## config.mk

```make
export PLATFORM = sky130hd
export DESIGN_NAME = pulse_position_byte_receiver
export DESIGN_NICKNAME = d
export VERILOG_FILES = /design/src/hw/rtl/ppbr_pkg.sv /design/src/hw/rtl/pulse_position_byte_receiver.sv
export SDC_FILE = /design/constraint.sdc
export NUM_CORES = 1
export LEC_CHECK = 0
export CAP_MARGIN = 20
export CORE_UTILIZATION = 30
export CTS_CLUSTER_DIAMETER = 200
export CTS_CLUSTER_SIZE = 30
export DETAILED_ROUTE_END_ITERATION = 7
export DONT_BUFFER_PORTS = 1
export SLEW_MARGIN = 0
export SYNTH_ARGS = -nofsm -noshare
export SYNTH_HDL_FRONTEND = slang
export SYNTH_SLANG_ARGS = --single-unit
```

## constraint.sdc

```tcl
create_clock -name clock -period 2.3 [get_ports clock]
set_input_delay 0.23 -clock clock [delete_from_list [all_inputs] [get_ports clock]]
set_output_delay 0.23 -clock clock [all_outputs]
set_load 0.05 [all_outputs]
```

## src/hw/rtl/ppbr_pkg.sv

```systemverilog
package ppbr_pkg;

   localparam int unsigned INTERVAL_BITS_DEFAULT = 16;
   localparam int unsigned TIMEOUT_WIDTH = 8;
   localparam logic [7:0] TIMEOUT_RESET = 8'd200;

   localparam logic [7:0] START_BYTE = 8'h80;
   localparam logic [7:0] LAST_BIT = 8'h01;

   typedef enum logic [1:0] {
      MODE_RX_TICK = 2'd0,
      MODE_IV_TICK = 2'd1,
      MODE_EDGE    = 2'd2
   } mode_type;

   // bit that a rising edge at reception count t sets, zero outside every window
   function automatic logic [7:0] window_bit(input logic [7:0] t);
      logic [7:0] b;
      b = 8'h00;
      if (t >= 8'd10 && t <= 8'd17) b = 8'h40;
      else if (t >= 8'd22 && t <= 8'd29) b = 8'h20;
      else if (t >= 8'd35 && t <= 8'd42) b = 8'h10;
      else if (t >= 8'd47 && t <= 8'd54) b = 8'h08;
      else if (t >= 8'd60 && t <= 8'd67) b = 8'h04;
      else if (t >= 8'd72 && t <= 8'd79) b = 8'h02;
      else if (t >= 8'd85 && t <= 8'd92) b = LAST_BIT;
      return b;
   endfunction

endpackage

```

## src/hw/rtl/pulse_position_byte_receiver.sv

```systemverilog
// path: an accepted transaction waits in the input register, and its result is then
//   registered in the result register; a stalled result also holds the input register
// throughput: one transaction per cycle while no result is stalled, set by the
//   combinational state update between the input register and the result register
// reset: synchronous, active high; clears all decoder state and sets
//   timeout_ff to 200
module pulse_position_byte_receiver #(
   parameter int unsigned INTERVAL_BITS = ppbr_pkg::INTERVAL_BITS_DEFAULT
) (
   input  logic       clock,
   input  logic       reset,

   input  logic       req_valid,
   output logic       req_stall,
   input  logic [1:0] req_mode,
   input  logic       req_edge_rising,

   output logic       rsp_valid,
   input  logic       rsp_stall,
   output logic       rsp_message_valid,
   output logic [7:0] rsp_message,
   output logic [15:0] rsp_interval,
   output logic [7:0] rsp_distance,
   output logic       rsp_receiving,
   output logic       rsp_frame_error,
   output logic       rsp_timed_out,

   input  logic       csr_valid,
   output logic       csr_ready,
   input  logic [7:0] csr_wdata
);

   logic [7:0] timeout_ff;

   logic       s1_valid_ff, s1_valid_in;
   logic [1:0] s1_mode_ff;
   logic       s1_rising_ff;

   logic                     busy_ff, busy_in;
   logic                     falling_armed_ff, falling_armed_in;
   logic [7:0]               byte_ff, byte_in;
   logic [7:0]               rx_count_ff, rx_count_in;
   logic [INTERVAL_BITS-1:0] iv_count_ff, iv_count_in;
   logic [7:0]               distance_ff, distance_in;
   logic [7:0]               message_ff, message_in;
   logic [INTERVAL_BITS-1:0] iv_hold_ff, iv_hold_in;

   logic rsp_valid_ff, rsp_valid_in;
   logic rsp_mv_ff, rsp_mv_in;
   logic rsp_fe_ff, rsp_fe_in;
   logic rsp_to_ff, rsp_to_in;
   logic [7:0] rsp_message_ff;
   logic [15:0] rsp_interval_ff;
   logic [7:0] rsp_distance_ff;
   logic rsp_receiving_ff;

   logic advance;
   logic [INTERVAL_BITS+15:0] iv_hold_ext;

   assign advance = !rsp_valid_ff || !rsp_stall;
   assign req_stall = s1_valid_ff && !advance;
   assign s1_valid_in = (req_valid && !req_stall) || (s1_valid_ff && !advance);
   assign rsp_valid_in = (s1_valid_ff && advance) || (rsp_valid_ff && rsp_stall);
   assign csr_ready = 1'b1;
   assign iv_hold_ext = {16'd0, iv_hold_in};

   always_comb begin
      logic [7:0] rx_inc;
      logic [7:0] wbit;
      busy_in = busy_ff;
      falling_armed_in = falling_armed_ff;
      byte_in = byte_ff;
      rx_count_in = rx_count_ff;
      iv_count_in = iv_count_ff;
      distance_in = distance_ff;
      message_in = message_ff;
      iv_hold_in = iv_hold_ff;
      rsp_mv_in = 1'b0;
      rsp_fe_in = 1'b0;
      rsp_to_in = 1'b0;
      rx_inc = rx_count_ff + 8'd1;
      wbit = ppbr_pkg::window_bit(rx_count_ff);
      unique case (s1_mode_ff)
         ppbr_pkg::MODE_RX_TICK: begin
            rx_count_in = rx_inc;
            if (rx_inc == timeout_ff) begin
               rx_count_in = 8'd0;
               busy_in = 1'b0;
               byte_in = 8'd0;
               rsp_to_in = 1'b1;
            end
         end
         ppbr_pkg::MODE_IV_TICK: begin
            iv_count_in = iv_count_ff + INTERVAL_BITS'(1);
         end
         ppbr_pkg::MODE_EDGE: begin
            if (s1_rising_ff != falling_armed_ff) begin
               if (!busy_ff) begin
                  // frame start
                  rx_count_in = 8'd0;
                  busy_in = 1'b1;
                  byte_in = ppbr_pkg::START_BYTE;
                  falling_armed_in = 1'b1;
               end else if (falling_armed_ff) begin
                  distance_in = rx_count_ff;
                  falling_armed_in = 1'b0;
               end else if (wbit == 8'd0) begin
                  busy_in = 1'b0;
                  rx_count_in = 8'd0;
                  byte_in = 8'd0;
                  rsp_fe_in = 1'b1;
               end else if (wbit == ppbr_pkg::LAST_BIT) begin
                  message_in = byte_ff | ppbr_pkg::LAST_BIT;
                  iv_hold_in = iv_count_ff;
                  iv_count_in = '0;
                  busy_in = 1'b0;
                  rx_count_in = 8'd0;
                  byte_in = 8'd0;
                  rsp_mv_in = 1'b1;
               end else begin
                  byte_in = byte_ff | wbit;
               end
            end
         end
         default: begin
         end
      endcase
   end

   always_ff @(posedge clock) begin
      if (reset) begin
         timeout_ff <= ppbr_pkg::TIMEOUT_RESET;
      end else if (csr_valid && csr_ready) begin
         timeout_ff <= csr_wdata;
      end
   end

   always_ff @(posedge clock) begin
      if (reset) begin
         s1_valid_ff <= 1'b0;
         rsp_valid_ff <= 1'b0;
      end else begin
         s1_valid_ff <= s1_valid_in;
         rsp_valid_ff <= rsp_valid_in;
      end
   end

   always_ff @(posedge clock) begin
      if (req_valid && !req_stall) begin
         s1_mode_ff <= req_mode;
         s1_rising_ff <= req_edge_rising;
      end
   end

   // decoder state moves only when the item leaves the input register
   always_ff @(posedge clock) begin
      if (reset) begin
         busy_ff <= 1'b0;
         falling_armed_ff <= 1'b0;
         byte_ff <= 8'd0;
         rx_count_ff <= 8'd0;
         iv_count_ff <= '0;
         distance_ff <= 8'd0;
         message_ff <= 8'd0;
         iv_hold_ff <= '0;
      end else if (s1_valid_ff && advance) begin
         busy_ff <= busy_in;
         falling_armed_ff <= falling_armed_in;
         byte_ff <= byte_in;
         rx_count_ff <= rx_count_in;
         iv_count_ff <= iv_count_in;
         distance_ff <= distance_in;
         message_ff <= message_in;
         iv_hold_ff <= iv_hold_in;
      end
   end

   always_ff @(posedge clock) begin
      if (s1_valid_ff && advance) begin
         rsp_mv_ff <= rsp_mv_in;
         rsp_fe_ff <= rsp_fe_in;
         rsp_to_ff <= rsp_to_in;
         rsp_message_ff <= message_in;
         rsp_interval_ff <= iv_hold_ext[15:0];
         rsp_distance_ff <= distance_in;
         rsp_receiving_ff <= busy_in;
      end
   end

   assign rsp_valid = rsp_valid_ff;
   assign rsp_message_valid = rsp_mv_ff;
   assign rsp_message = rsp_message_ff;
   assign rsp_interval = rsp_interval_ff;
   assign rsp_distance = rsp_distance_ff;
   assign rsp_receiving = rsp_receiving_ff;
   assign rsp_frame_error = rsp_fe_ff;
   assign rsp_timed_out = rsp_to_ff;

   a_one_event: assert property (@(posedge clock) disable iff (reset)
      rsp_valid_ff |-> $onehot0({rsp_mv_ff, rsp_fe_ff, rsp_to_ff}))
      else $error("more than one event pulse in a transaction");

   a_end_not_busy: assert property (@(posedge clock) disable iff (reset)
      rsp_valid_ff && (rsp_mv_ff || rsp_fe_ff || rsp_to_ff) |-> !rsp_receiving_ff)
      else $error("frame end left receiving set");

   a_busy_match: assert property (@(posedge clock) disable iff (reset)
      rsp_valid_ff |-> rsp_receiving_ff == busy_ff)
      else $error("pending result disagrees with decoder state");

   a_end_clears: assert property (@(posedge clock) disable iff (reset)
      rsp_valid_ff && (rsp_mv_ff || rsp_fe_ff) |-> rx_count_ff == 8'd0 && byte_ff == 8'd0)
      else $error("frame end did not clear the counter and byte");

   a_hold_when_stalled: assert property (@(posedge clock) disable iff (reset)
      rsp_valid_ff && rsp_stall |=> $stable(busy_ff) && $stable(rx_count_ff))
      else $error("decoder state moved while the result was held");

endmodule
```

==> flow_metrics.py <==
metrics = {
    "critical_path": {
        "endpoint_kind": "flip-flop",
        "crit_required_ns": 2.66,
        "crit_fanout": 7,
        "crit_family": "simple AND/OR/NAND/NOR gates",
        "path_class": "flip-flop to flip-flop",
        "critPathBufInv": 1,
        "worstPathCellList": "ha_2, and2_1, o21ai_0, a31oi_2, nor3_2, buf_4, a32oi_4, nor4_2, o21a_1",
        "critPathLaunchType": "flip-flop",
        "r2r_slack_ns": 0.13,
        "worst_path_max_delay_cell": "dfxtp_2",
        "max_stage_delay_ns": 0.33,
        "arrival_ns": 2.52,
    },
    "global_routing": {
        "gr-total-overflow": 0,
        "grt_max_degree": 50,
        "grt_util_met1_pct": 17.3,
        "met2_usage_pct": 24.1,
        "gr-max-usage-layer": "met2",
        "grt_pass1_vias": 4020,
        "grtUsageTotal_pct": 14.4,
        "grt_pass1_wl_um": 20200,
        "antenna_found_initial": 0,
        "use_met3_pct": 3.89,
    },
    "sta": {
        "fin_crit_sh_pct": 94.1,
        "max_freq_ghz": 0.462,
        "skew_ns": 0.00554,
        "setup_violations": 0,
        "layout_min_cycle_time_ns": 2.17,
        "whs_ns": 0.0805,
        "drv_slew": 0,
        "hold_viol": 0,
        "final.setup.worst_slack_ns": 0.135,
    },
    "drt": {
        "drt_first_pass_iters": 4,
        "wire_per_inst_um": 14.9,
        "drc": 0,
        "detail-route-antenna-nets": 0,
        "wl_um": 12300,
        "dr.first_iter.drc_count": 173,
        "avgViaCountPerCell": 4.88,
        "vias": 4037,
    },
    "power_and_ir_drop": {
        "combPwrFrac_pct": 4.3,
        "pwr-share-seq_pct": 42.9,
        "p_int_mw": 4.07,
        "powerDensity_nw_per_um2": 778,
        "power_mw": 5.27,
        "switchingPower_mw": 1.20,
        "pwr-share-clk_pct": 52.8,
        "ir_worst_vdd_mv": 0.522,
        "power.leakage_nw": 2.40,
        "p_sw_share_pct": 22.7,
    },
    "synth": {
        "yosys_register_bits": 114,
        "synth_edf_count": 39,
        "yosysWarnings": 0,
        "ys_top_cells_by_count": "75 x dfxtp_1, 74 x nand2_1, 44 x nor2_1",
        "syn-num-nets": 550,
        "syn_area_um2": 5360,
        "async_reset_ff_share_pct": 0,
        "synth_ff_type": "dfxtp_1",
        "seq_area_frac_synth_pct": 49.9,
        "synthTopCellsByArea": "dfxtp_1 28%, edfxtp_1 22%, mux2_2 6.5%",
        "synth_top_cell_by_area": "dfxtp_1",
        "synth_top_area_share_pct": 28.0,
        "ys_types": 66,
        "synth_cells": 528,
        "synth.most_common_cell": "dfxtp_1",
        "syn_area_per_cell_um2": 10.1,
    },
    "clock_network": {
        "cts-root-buf": "clkbuf_16",
        "cts_buffers": 17,
        "cts.reportedPaths.clkPinSlew_ns": 0.05,
        "cts_sinks": 114,
        "cts_tree": "built",
        "cts-root-to-sink-buffers": 2,
        "htree_levels": 4,
        "clkLatencyLatePin_ns": 0.41,
    },
    "placement": {
        "dpl_worst_slack_ns": -0.0113,
        "gp_congestion": 0.905,
        "placed_cells": 771,
        "hpwl_um": 8630,
        "io_buffers": 0,
    },
    "floorplan": {
        "die_y_um": 136,
        "num_rows": 48,
        "die-area_um2": 18400,
        "die_x_um": 136,
        "initial_core_util_pct": 30.9,
        "core_um2": 17400,
        "pin_count": 55,
    },
    "status": {
        "status": "finished clean",
    },
    "layout": {
        "drive_gt1_share_pct": 25.2,
        "final_cells": 827,
        "seqCellArea_um2": 2680,
        "fin_nets": 611,
        "area_delta_synth_final_pct": 26.6,
        "num_antenna_cells": 0,
        "n_fill_cell": 1708,
        "multi_input_area_um2": 2470,
    },
    "flow_run": {
        "maxCapViolations": 0,
    },
    "worst_hold_path": {
        "min_path_type": "input port to flip-flop",
    },
}
[routing by layer]
metal / vias to the layer above / part of all wire [%]
met2: 84 / 50
met5: - / 0
li1: 1990 / -
met1: 1948 / 44
met4: 0 / 1.5
met3: 15 / 4.1
[power by group through the flow]
stage               sequential (mW)  clock [mW]  combinational, mW
global placement               2.31           0              0.161
CTS                            2.27        2.83              0.220
finish                         2.26        2.78              0.226
global route                   2.27        2.94              0.248
floorplan                      2.30           0              0.134
detailed placement             2.31           0              0.166
[worst reg2reg max path, delay by kind of cell, from the launching register on]
| kind | cells | cell delay [ns] |
|---|---|---|
| compound gates | 4 | 0.65 |
| simple gates | 3 | 0.70 |
| fa+ha+maj | 1 | 0.23 |
| flops | 1 | 0.33 |
| buf+inv | 1 | 0.19 |
[cells by family (layout without fill, tap and decap cells)]
logic type      Yosys count  after routing  share of synthesized area (%)
compound gates           96             96                           12.0
xor+xnor                 18             18                           2.94
fa+ha+maj                 6              6                           1.40
buf+inv                  44            118                           4.98
flops                   114            114                           49.9
mux                      49             49                           9.88
other cells               1              1                         0.0700
simple gates            200            200                           18.8
[state kept, by name (all words and copies together) (netlist names), 2 cells and up]
register and flops:
rsp_distance 8, rsp_message 8, iv_count_ff 16, iv_hold_ff 16, rsp_interval 16, rx_count_ff 8
message_ff 8, timeout_ff 8, byte_ff 7, s1_mode_ff 2, distance_ff 8
[layout by cell type, fill, tap and decap left out, types with 3 or more instances in the layout]
cell type      instances
and4_1                 3
clkinvlp_4             5
and2_1                 4
dlygate4sd3_1         21
or3_1                 10
xnor2_1               13
mux2_2                31
ha_1                   5
a31oi_1                4
nand2b_1               4
buf_12                 3
nor3_2                 4
nand2_1               74
mux2i_1               18
o21a_1                 6
o21ai_0               14
nand4_1                3
bufinv_16              4
nand3b_1               3
inv_1                  9
dfxtp_2                5
dfxtp_1               70
a21oi_1               41
nor2b_1                6
a21oi_2                5
nand3_1               11
nor2_1                44
clkbuf_16             17
nor3_1                11
buf_4                 51
and3_1                 4
edfxtp_1              39
xor2_1                 5
[final cells by class]
cell class	count	share of cell area, %
tap	225	4.15
clock buffer	20	6.59
inverter	10	0.609
multi-input combinational	370	36.4
sequential	114	39.5
clock inverter	12	2.68
timing repair buffer	76	10.0
[worst paths after layout]
check | depth (start not counted) | start | endpoint
setup / recovery | 9 | rx_count_ff[0]$_SDFFE_PP0P_ | byte_ff[2]$_SDFFE_PP0P_
hold / removal | 2 | reset | timeout_ff[7]$_SDFFE_PP1P_
setup reg to reg | 9 | rx_count_ff[0]$_SDFFE_PP0P_ | byte_ff[2]$_SDFFE_PP0P_
hold reg to reg | 2 | iv_hold_ff[13]$_SDFFE_PP0P_ | iv_hold_ff[13]$_SDFFE_PP0P_
[stage by stage]
step | cell area (µm²) | TNS [ns] | utilization [%]
finish | 6780 | 0 | 39.1
global route | 6780 | -0.0391 | 39.1
CTS | 6710 | -0.0924 | 38.6
detailed placement | 5830 | -0.0113 | 33.6
global placement | 5830 | -0.0341 | 33.6
floorplan | 5360 | 0 | -
[timing repair]
action                                  CTS  global route
endpoints found under the setup margin    7            43
pin swaps                                 0             6
gates cloned                              0             0
hold endpoints to repair                 55             0
hold buffers                             22             0
gates resized for setup                   1            14
buffers inserted                          0             2
(Power assumes the default switching activity.)
